`config.mk`:
```
export PLATFORM = sky130hd
export DESIGN_NAME = timer_event_queue
export DESIGN_NICKNAME = d
export VERILOG_FILES = /design/src/rtl/teq_pkg.sv /design/src/rtl/timer_event_queue.sv
export SDC_FILE = /design/constraint.sdc
export NUM_CORES = 2
export LEC_CHECK = 0
export ABC_AREA = 0
export BUFFER_PORTS_ARGS = -buffer_cell sky130_fd_sc_hd__clkbuf_2
export CORE_MARGIN = 4
export CORE_UTILIZATION = 30
export CTS_BUF_LIST = sky130_fd_sc_hd__clkbuf_8
export DETAILED_ROUTE_END_ITERATION = 10
export HOLD_SLACK_MARGIN = 0.15
export PLACE_DENSITY = 0.55
export RECOVER_POWER = 25
export SKIP_CTS_REPAIR_TIMING = 1
export SLEW_MARGIN = 30
export SYNTH_ARGS = -nofsm -noshare
export SYNTH_HDL_FRONTEND = slang
export SYNTH_SLANG_ARGS = --single-unit
```
`constraint.sdc`:
```
create_clock -name clk -period 7.6 [get_ports clk]
set_input_delay 1.14 -clock clk [delete_from_list [all_inputs] [get_ports clk]]
set_output_delay 1.14 -clock clk [all_outputs]
set_load 0.1 [all_outputs]
```
`src/rtl/teq_pkg.sv`:
```
package teq_pkg;

  localparam int TIMER_SLOTS = 16;
  localparam int SLOT_W      = $clog2(TIMER_SLOTS);
  localparam int CNT_W       = $clog2(TIMER_SLOTS + 1);
  localparam int TIME_W      = 31;
  localparam int RESULT_CAP  = 16;
  localparam int NRES_W      = $clog2(RESULT_CAP + 1);

  localparam logic [TIME_W:0] CYCLE_LIMIT = 32'd1073741824;

  typedef enum logic [1:0] {
    OP_TICK   = 2'd0,
    OP_ADD    = 2'd1,
    OP_DEACT  = 2'd2,
    OP_UNUSED = 2'd3
  } op_t;

  typedef enum logic [1:0] {
    KIND_ADDED   = 2'd0,
    KIND_FIRED   = 2'd1,
    KIND_NO_SLOT = 2'd2,
    KIND_LIMIT   = 2'd3
  } kind_t;

  typedef enum logic [2:0] {
    EV_NONE     = 3'd0,
    EV_QUANTUM  = 3'd1,
    EV_AGE      = 3'd2,
    EV_END_WAIT = 3'd3,
    EV_ILLEGAL  = 3'd4
  } ev_t;

  localparam logic [2:0] ACT_NULL = 3'd0;

  typedef struct packed {
    kind_t      kind;
    logic [3:0] slot;
    logic [7:0] pid;
    ev_t        code;
  } res_t;

  function automatic ev_t ev_of_act(input logic [2:0] act);
    ev_t ev;
    case (act)
      3'd0:    ev = EV_NONE;
      3'd1:    ev = EV_QUANTUM;
      3'd2:    ev = EV_AGE;
      3'd3:    ev = EV_END_WAIT;
      default: ev = EV_ILLEGAL;
    endcase
    return ev;
  endfunction

endpackage

```
`src/rtl/timer_event_queue.sv`:
```
// timer event queue
// input channel: in_valid/in_stall carry one word (operation, delay, owner_pid,
//   action_code, period, handle); a word is taken when in_valid is high and
//   in_stall is low. in_stall stays high while a word is being worked on.
// output channel: out_valid/out_stall; each word carries a result and out_last
//   marks the final result of one input word. add answers with one word,
//   tick with zero to sixteen words, deactivate with none.
// steps: a word is taken in idle, and deactivate is done then. a placed add walks
//   past list places in scan, then answers from flush. tick checks the list head;
//   each fired entry goes to renew, where a recurring entry gets its new
//   expiry and is walked back into the list in scan, and tick finishes in
//   flush. one shared adder and one expiry comparator are stepped by the
//   sequencer through these states.
// the results wait in a holding register and an output register, so a stall
//   at the receiver only holds the sequencer when both are full.
// reset: synchronous active-low; counter, slot busy bits and list length are
//   cleared, block comes out idle with no result pending.
module timer_event_queue
  import teq_pkg::*;
(
  input  logic              clk,
  input  logic              rst_n,
  input  logic              in_valid,
  output logic              in_stall,
  input  logic [1:0]        in_operation,
  input  logic [TIME_W-1:0] in_delay,
  input  logic [7:0]        in_owner_pid,
  input  logic [2:0]        in_action_code,
  input  logic [TIME_W-1:0] in_period,
  input  logic [3:0]        in_handle,
  output logic              out_valid,
  input  logic              out_stall,
  output logic [1:0]        out_result_kind,
  output logic [3:0]        out_slot,
  output logic [7:0]        out_event_pid,
  output logic [2:0]        out_event_code,
  output logic [TIME_W-1:0] out_now_time,
  output logic              out_last
);

  typedef enum logic [4:0] {
    S_IDLE  = 5'b00001,
    S_CHECK = 5'b00010,
    S_RENEW = 5'b00100,
    S_SCAN  = 5'b01000,
    S_FLUSH = 5'b10000
  } state_t;

  state_t state_r;

  logic [TIME_W-1:0] now_r;
  logic [TIME_W-1:0] slot_expiry_r [TIMER_SLOTS];
  logic [7:0]        slot_owner_r  [TIMER_SLOTS];
  logic [2:0]        slot_act_r    [TIMER_SLOTS];
  logic [TIME_W-1:0] slot_period_r [TIMER_SLOTS];
  logic [TIMER_SLOTS-1:0] slot_busy_r;
  logic [SLOT_W-1:0] due_r [TIMER_SLOTS];
  logic [CNT_W-1:0]  queued_r;

  logic [CNT_W-1:0]  pos_r;
  logic [SLOT_W-1:0] cur_r;
  logic [TIME_W-1:0] key_r;
  logic              mode_add_r;
  logic [NRES_W-1:0] nres_r;
  logic              pend_v_r;
  res_t              pend_r;
  logic              out_valid_r;
  res_t              out_r;
  logic [TIME_W-1:0] out_now_r;
  logic              out_last_r;

  // shared adder and comparator
  logic [TIME_W-1:0] add_b;
  logic [TIME_W:0]   add_sum;
  logic              add_over;
  logic [TIME_W-1:0] cmp_a;
  logic [TIME_W-1:0] cmp_b;
  logic              cmp_le;

  logic              in_take;
  logic              emit_ok;
  logic              out_load;
  logic [SLOT_W-1:0] head;
  logic [SLOT_W-1:0] scan_slot;
  logic              fire;
  logic              scan_more;
  logic              free_any;
  logic [SLOT_W-1:0] free_slot;
  logic [SLOT_W-1:0] deact_idx;
  logic              deact_ok;
  logic              renew_ok;
  ev_t               head_ev;

  assign in_stall  = (state_r != S_IDLE);
  assign in_take   = in_valid && !in_stall;
  assign emit_ok   = !out_valid_r || !out_stall;
  assign head      = due_r[0];
  assign scan_slot = due_r[pos_r[SLOT_W-1:0]];
  assign head_ev   = ev_of_act(slot_act_r[head]);

  always_comb begin
    if (state_r == S_IDLE) begin
      add_b = (in_operation == OP_TICK) ? TIME_W'(1) : in_delay;
    end else begin
      add_b = slot_period_r[cur_r];
    end
    add_sum  = {1'b0, now_r} + {1'b0, add_b};
    add_over = (add_sum > CYCLE_LIMIT);
  end

  always_comb begin
    if (state_r == S_SCAN) begin
      cmp_a = slot_expiry_r[scan_slot];
      cmp_b = key_r;
    end else begin
      cmp_a = slot_expiry_r[head];
      cmp_b = now_r;
    end
    cmp_le = (cmp_a <= cmp_b);
  end

  assign fire      = (queued_r != '0) && (nres_r < NRES_W'(RESULT_CAP)) && cmp_le;
  assign scan_more = (pos_r < queued_r) && cmp_le;
  assign renew_ok  = (slot_period_r[cur_r] != '0) && !add_over;

  always_comb begin
    free_any  = 1'b0;
    free_slot = '0;
    for (int i = TIMER_SLOTS - 1; i >= 0; i--) begin
      if (!slot_busy_r[i]) begin
        free_any  = 1'b1;
        free_slot = SLOT_W'(i);
      end
    end
  end

  assign deact_idx = SLOT_W'(in_handle);
  assign deact_ok  = (32'(in_handle) < TIMER_SLOTS) && slot_busy_r[deact_idx];

  assign out_load = pend_v_r && emit_ok &&
                    ((state_r == S_FLUSH) || ((state_r == S_CHECK) && fire));

  always_ff @(posedge clk) begin
    if (!rst_n) begin
      state_r     <= S_IDLE;
      now_r       <= '0;
      slot_busy_r <= '0;
      queued_r    <= '0;
      pend_v_r    <= 1'b0;
      out_valid_r <= 1'b0;
      nres_r      <= '0;
    end else begin
      if (out_load) begin
        out_valid_r <= 1'b1;
        out_r       <= pend_r;
        out_now_r   <= now_r;
        out_last_r  <= (state_r == S_FLUSH);
      end else if (out_valid_r && !out_stall) begin
        out_valid_r <= 1'b0;
      end

      unique case (state_r)
        S_IDLE: begin
          if (in_take) begin
            case (in_operation)
              OP_TICK: begin
                mode_add_r <= 1'b0;
                if (add_over) begin
                  now_r    <= CYCLE_LIMIT[TIME_W-1:0];
                  pend_r   <= '{kind: KIND_LIMIT, slot: '0, pid: '0, code: EV_NONE};
                  pend_v_r <= 1'b1;
                  nres_r   <= NRES_W'(1);
                end else begin
                  now_r  <= add_sum[TIME_W-1:0];
                  nres_r <= '0;
                end
                state_r <= S_CHECK;
              end
              OP_ADD: begin
                mode_add_r <= 1'b1;
                if (add_over) begin
                  pend_r   <= '{kind: KIND_LIMIT, slot: '0, pid: '0, code: EV_NONE};
                  pend_v_r <= 1'b1;
                  state_r  <= S_FLUSH;
                end else if (!free_any) begin
                  pend_r   <= '{kind: KIND_NO_SLOT, slot: '0, pid: '0, code: EV_NONE};
                  pend_v_r <= 1'b1;
                  state_r  <= S_FLUSH;
                end else begin
                  slot_busy_r[free_slot]   <= 1'b1;
                  slot_expiry_r[free_slot] <= add_sum[TIME_W-1:0];
                  slot_owner_r[free_slot]  <= in_owner_pid;
                  slot_act_r[free_slot]    <= in_action_code;
                  slot_period_r[free_slot] <= in_period;
                  cur_r   <= free_slot;
                  key_r   <= add_sum[TIME_W-1:0];
                  pos_r   <= '0;
                  state_r <= S_SCAN;
                end
              end
              OP_DEACT: begin
                if (deact_ok) begin
                  slot_act_r[deact_idx] <= ACT_NULL;
                end
              end
              default: begin
              end
            endcase
          end
        end

        S_CHECK: begin
          if (!fire) begin
            state_r <= S_FLUSH;
          end else if (!pend_v_r || emit_ok) begin
            pend_r <= '{kind: KIND_FIRED, slot: 4'(head),
                        pid: (head_ev == EV_END_WAIT) ? slot_owner_r[head] : 8'd0,
                        code: head_ev};
            pend_v_r <= 1'b1;
            nres_r   <= nres_r + NRES_W'(1);
            for (int i = 0; i < TIMER_SLOTS - 1; i++) begin
              due_r[i] <= due_r[i+1];
            end
            queued_r <= queued_r - CNT_W'(1);
            cur_r    <= head;
            state_r  <= S_RENEW;
          end
        end

        S_RENEW: begin
          if (renew_ok) begin
            slot_expiry_r[cur_r] <= add_sum[TIME_W-1:0];
            key_r   <= add_sum[TIME_W-1:0];
            pos_r   <= '0;
            state_r <= S_SCAN;
          end else begin
            slot_busy_r[cur_r] <= 1'b0;
            state_r <= S_CHECK;
          end
        end

        S_SCAN: begin
          if (scan_more) begin
            pos_r <= pos_r + CNT_W'(1);
          end else begin
            for (int i = 0; i < TIMER_SLOTS; i++) begin
              if (CNT_W'(i) == pos_r) begin
                due_r[i] <= cur_r;
              end else if ((CNT_W'(i) > pos_r) && (i > 0)) begin
                due_r[i] <= due_r[(i > 0) ? i - 1 : 0];
              end
            end
            queued_r <= queued_r + CNT_W'(1);
            if (mode_add_r) begin
              pend_r   <= '{kind: KIND_ADDED, slot: 4'(cur_r), pid: '0, code: EV_NONE};
              pend_v_r <= 1'b1;
              state_r  <= S_FLUSH;
            end else begin
              state_r <= S_CHECK;
            end
          end
        end

        S_FLUSH: begin
          if (!pend_v_r) begin
            state_r <= S_IDLE;
          end else if (emit_ok) begin
            pend_v_r <= 1'b0;
            state_r  <= S_IDLE;
          end
        end

        default: begin
          state_r <= S_IDLE;
        end
      endcase
    end
  end

  assign out_valid       = out_valid_r;
  assign out_result_kind = out_r.kind;
  assign out_slot        = out_r.slot;
  assign out_event_pid   = out_r.pid;
  assign out_event_code  = out_r.code;
  assign out_now_time    = out_now_r;
  assign out_last        = out_last_r;

endmodule

```
* Word-level counts from Yosys, hierarchy flattened
Memories as Yosys holds them, arrays and structs flattened. A register that Yosys moved wholly into a read port is not among the register bits. Index checks and enable logic that the tools add are counted.
Operators by class: multiplexer cells 348, equal/unequal tests 44, add/subtract/negate cells 5, order comparisons 24, bitwise gates (word level) 33, reductions and logical operators 46
Operator list (count):
- two-way mux 31 bit | 11
- two-way mux 4 bit | 57
- two-way mux 1 bit | 226
- two-way mux 17 bit | 8
- two-way mux 5 bit | 22
- two-way mux 16 bit | 5
- one-hot mux 31 bit (2 select lines) | 1
- one-hot mux 17 bit (3 select lines) | 1
- equality test 4 x 5 -> 1 bit, first input constant | 8
- greater-than comparator 4 x 5 -> 1 bit, first input constant | 8
- one-hot mux 17 bit (2 select lines) | 1
- adder 31 x 31 -> 32 bit | 1
- greater-than comparator 32 x 31 -> 1 bit, second input constant | 1
- one-hot mux 16 bit (2 select lines) | 1
- less-or-equal comparator 31 bit | 1
- nonzero test 31 bit | 1
- OR reduction 31 bit | 1
- OR 1 bit | 30
- one-hot mux 5 bit (2 select lines) | 3
- one-hot mux 5 bit (5 select lines) | 1
- equality test 3 x 5 -> 1 bit, first input constant | 4
- greater-than comparator 3 x 5 -> 1 bit, first input constant | 4
- inequality test 2 bit, second input constant | 9
- bitwise AND 16 bit | 1
- other kinds (56) | 94
Storage, ports and cells: memory bits (writable) 1232, flip-flop bits (word level) 171, word-level logic and storage cells 526, output and inout bits 51, memories 5
Memory list:
- slot_expiry_r | depth 16, bits a word 31, rd ports 2, clocked after Yosys merged registers in 0, wr ports 1, RTL line timer_event_queue.sv:52 | logic [TIME_W-1:0] slot_expiry_r [TIMER_SLOTS];
- slot_period_r | depth 16, bits a word 31, rd ports 1, clocked after Yosys merged registers in 1, wr ports 1, RTL line timer_event_queue.sv:55 | logic [TIME_W-1:0] slot_period_r [TIMER_SLOTS];
- slot_owner_r | depth 16, bits a word 8, rd ports 1, clocked after Yosys merged registers in 0, wr ports 1, RTL line timer_event_queue.sv:53 | logic [7:0] slot_owner_r [TIMER_SLOTS];
- due_r | depth 16, bits a word 4, rd ports 17, clocked after Yosys merged registers in 1, wr ports 16, RTL line timer_event_queue.sv:57 | logic [SLOT_W-1:0] due_r [TIMER_SLOTS];
- slot_act_r | depth 16, bits a word 3, rd ports 1, clocked after Yosys merged registers in 0, wr ports 1, RTL line timer_event_queue.sv:54 | logic [2:0] slot_act_r [TIMER_SLOTS];

* Longest topological paths before layout
depth after elaboration 26, depth in mapped cells 27, mapped depth without buffers 20

* Least setup slack after synthesis
OpenSTA, ideal clock, no wires.
path type register to register, start reg state_r[1], end mem slot_expiry_r[12][0] (enable), data required time 7170 ps, arrival 7198 ps, period minus slack after synthesis 7627 ps, setup time 430 ps, cell stages (with the launch flop) 20, setup slack -27 ps, path through dfxtp_1 -> or3_1 -> nor3b_1 -> inv_1 -> clkbuf_1 -> nor2_1 -> clkbuf_1 -> a21oi_1 -> ha_1 -> fa_1 -> xor2_1 -> or3_1 -> a2111o_1 -> or4_1 -> or4_1 -> nor4_2 -> nand4_1 -> a21oi_4 -> mux2_4 -> a21oi_1
Between the ends: cells in the longest elaborated chain, start to end 12, elaborated cells between the ends (all ways) 23
Ends and longest elaborated chain:
- start: declaration | RTL line timer_event_queue.sv:49 | state_t state_r;
- start signal: assignment | RTL line timer_event_queue.sv:145 | state_r <= S_IDLE;
- start signal: assignment | RTL line timer_event_queue.sv:177 | state_r <= S_CHECK;
- start signal: assignment | RTL line timer_event_queue.sv:184 | state_r <= S_FLUSH;
- equality test 5 x 1 -> 1 bit (*) | RTL line timer_event_queue.sv:102 | if (state_r == S_IDLE) begin
- two-way mux 31 bit (*) | RTL line timer_event_queue.sv:102
- adder 31 x 31 -> 32 bit (*) | RTL line timer_event_queue.sv:107 | add_sum = {1'b0, now_r} + {1'b0, add_b};
- via add_sum[2] | RTL line timer_event_queue.sv:74 | logic [TIME_W:0] add_sum;
- greater-than comparator 32 x 31 -> 1 bit (*) | RTL line timer_event_queue.sv:108 | add_over = (add_sum > CYCLE_LIMIT);
- zero test 1 bit | RTL line timer_event_queue.sv:124 | assign renew_ok = (slot_period_r[cur_r] != '0) && !add_over;
- logical AND 1 bit | RTL line timer_event_queue.sv:124
- two-way mux 1 bit | RTL line timer_event_queue.sv:231 | if (renew_ok) begin
- two-way mux 1 bit | RTL line timer_event_queue.sv:162 | unique case (state_r)
- two-way mux 1 bit | RTL line timer_event_queue.sv:144 | if (!rst_n) begin
- two-way mux 1 bit (not written as such) | RTL line timer_event_queue.sv:232 | slot_expiry_r[cur_r] <= add_sum[TIME_W-1:0];
- OR reduction 31 bit (no line)
- two-way mux 4 bit (no line) or two-way mux 1 bit (tied branches)
- end: declaration | RTL line timer_event_queue.sv:52
Mark *: on every way through the listed nets, which the timed path passes. The rest lies on a longest branch.

==> reports/metrics.yaml <==
logic_synthesis:
  synthFlopType: "edfxtp_1"
  yosysMostFrequentCell: "edfxtp_1"
  yosysTopAreaCell: "edfxtp_1"
  synthesis.area_um2: 63100
  ys_ff_latch: 1411
  async_flop_share_pct: 0
  synth-edff-count: 1339
  synth_cells: 3635
  synth.avg_cell_area_um2: 17.36
  synth_cell_type_count: 88
  syn_nets: 3793
  synth_top_area_share_pct: 63.72
  yosys-top-cells-area: "edfxtp_1, mux4_2, dfxtp_1"
  yosysWarnings: 0
  seq_area_frac_synth_pct: 66.00
  synth_common_cells: "edfxtp_1, mux4_2, nand2_1, nor2_1, clkbuf_1"
floorplan:
  rows: 168
  die_w_um: 466.6
  fp.dieH_um: 466.6
  design.core.area_um2: 209400
  die_area_um2: 217700
  ios: 134
  start_util_pct: 30.14
power:
  pwr-share-clk_pct: 27.4
  power_frac_comb_pct: 30.6
  peakVddDrop_mv: 0.2664
  power.total_mw: 22.53
  p_seq_share_pct: 42.0
  p_sw_mw: 7.283
  switching_share_pct: 32.32
  power.leakage_nw: 23.47
  internal-power_mw: 15.25
  p_per_area_nw_per_um2: 307.7
clock_tree:
  clockBufferDepth: 3
  tritoncts: "yes"
  path_clk_slew_ps: 60
  cts_sinks: 1411
  htree_levels: 4
  clock_latency_ps: 980
  cts_buffers: 231
  cts_root_buf: "clkbuf_8"
status:
  status: "complete, but fails checks"
  violations: "capacitance limit, slew limit"
timing:
  timing.hold.ws_ps: 431.8
  finalHoldViolCount: 0
  setup_violations: 0
  worstMarginPinSlew_ps: 2426
  worst_slack_ps: 346.9
  fin_crit_sh_pct: 95.44
  slew_viol_final: 42
  min_period_ps: 7253
  max-slew-margin-rel_pct: -61.75
  fin_skew_ps: 72.73
  timing.setup.tns_ps: 0
  rsz0062_at_grt: "no"
  clock.fmax_mhz: 137.9
route:
  dr.pass1.iters: 5
  via_count: 36950
  drc_errors: 0
  antenna_left: 0
  drt_iter0_drc: 3563
  totalWireLength_um: 186200
  avgRoutedWirePerCell_um: 26.66
  vias_per_cell: 5.291
critical_path:
  crit_type: "register to register"
  max_stage_delay_ps: 890
  cp-start-kind: "register"
  reg2reg_depth: 23
  path_max_fanout: 21
  crit_slowest_cell: "mux4_4"
  cp-end-kind: "register"
  cp.depth: 23
  cp.required_ps: 8320
  crit_chain: "buf_4 -> mux4_2 -> mux4_4 -> buf_12 -> buf_12 -> mux4_2 -> mux2i_1 -> nor2_1 -> a21oi_1 -> o21ai_0 -> ha_1 -> nand4_1 -> nor4_1 -> buf_4 -> nand2_1 -> a211oi_1 -> a211oi_2 -> o31ai_2 -> a221oi_1 -> buf_4 -> or3_1 -> a31oi_2 -> mux2_2"
  path_common_cell: "buf_4"
  cp.arrival_ps: 7970
  path_delay_family: "multiplexers"
  cp_num_buf_inv: 5
job:
  maxCapViolCount: 2
cells_and_area:
  final_nets: 4125
  fillers: 19950
  syn_to_final_growth_pct: 16.03
  seqCellArea_um2: 41660
  final_cells: 6984
  drive_gt1_share_pct: 27.86
  multiInputGateArea_um2: 20930
  utilization_pct: 34.97
  final_cell_area_um2: 73220
global_routing:
  grt_pass1_wl_um: 264100
  grt_overflow: 0
  first_global_vias: 37310
  grt_antenna_before_repair: 33
  track_usage_pct: 16.56
  grt_max_degree: 126
place:
  port_buffers: 133
  dp_cells: 6533
  placed_cell_area_um2: 68870
  dp_slack_ps: 77.37
  place_hpwl_um: 116200
  gp_congestion: 0.9004
worst_hold_path:
  hold_path.class: "register to register"
  hold_depth: 0
## placed cells by master (no fill, tap or decap), types with 58 or more instances in the layout
| master | netlist | final |
|---|---|---|
| a21oi_1 | 145 | 137 |
| a22oi_1 | 61 | 61 |
| buf_12 | 0 | 58 |
| buf_4 | 2 | 123 |
| clkbuf_2 | 0 | 81 |
| clkbuf_8 | 0 | 238 |
| dfxtp_1 | 72 | 68 |
| edfxtp_1 | 1339 | 1339 |
| ha_1 | 73 | 73 |
| inv_1 | 28 | 120 |
| mux2i_1 | 102 | 102 |
| mux4_2 | 482 | 481 |
| nand2_1 | 240 | 240 |
| nand3_1 | 62 | 62 |
| nor2_1 | 182 | 155 |
| o21ai_0 | 130 | 130 |
## kinds of logic (layout without fill, tap and decap cells)
kind of cell    after synthesis  after routing  share of synthesized area, %
compound gates              551            551                         5.738
xor+xnor                     21             21                        0.2915
fa+ha+maj                    75             75                         1.511
buf+inv                     252            778                         1.564
flops                      1411           1411                         66.00
mux                         638            640                         19.81
other cells                   0             15                             0
simple gates                687            688                         5.082
## layer usage
layer	track usage, %	vias up	routed length, um
li1	-	15750	-
met1	21.81	19370	75960
met2	27.31	1468	91200
met5	0	-	41
met4	6.449	6	7484
met3	2.899	359	11480
## power by group through the flow
stage / Clock [mW] / Combinational [mW] / Sequential (mW)
finish: 6.17 / 6.90 / 9.47
global route: 6.72 / 7.40 / 9.48
CTS: 6.33 / 6.80 / 9.46
detailed placement: 0 / 6.78 / 9.62
global placement: 0 / 6.73 / 9.62
floorplan: 0 / 4.61 / 9.51
## cell type report
type                            instances  area share, %
Inverter                               31         0.1606
Clock buffer                          238          4.474
Multi-Input combinational cell       1975          28.58
Sequential cell                      1411          56.90
Clock inverter                        192          1.342
Antenna cell                           15        0.05127
Timing Repair Buffer                  317          3.698
Tap cell                             2805          4.794
## worst paths after layout
| path | endpoint | slack (ps) | from |
|---|---|---|---|
| worst min register to register | out_event_code[2] | 430 | pend_r[2] |
| worst min-delay path | out_event_code[2] | 430 | pend_r[2] |
| worst max register to register | due_r[15][3] | 350 | register |
| worst max-delay path | due_r[15][3] | 350 | register |
## state kept, by name, summed over array words and instances, names as in the netlist, 8 cells and up, named ones only
| name | flops |
|---|---|
| out_now_time | 31 |
| slot_owner_r | 128 |
| key_r | 31 |
| slot_period_r | 496 |
| slot_busy_r | 16 |
| slot_act_r | 48 |
| out_event_pid | 8 |
| slot_expiry_r | 496 |
| due_r | 64 |
| pend_r | 17 |
| now_r | 31 |
Power figures use the tool's default switching activity.
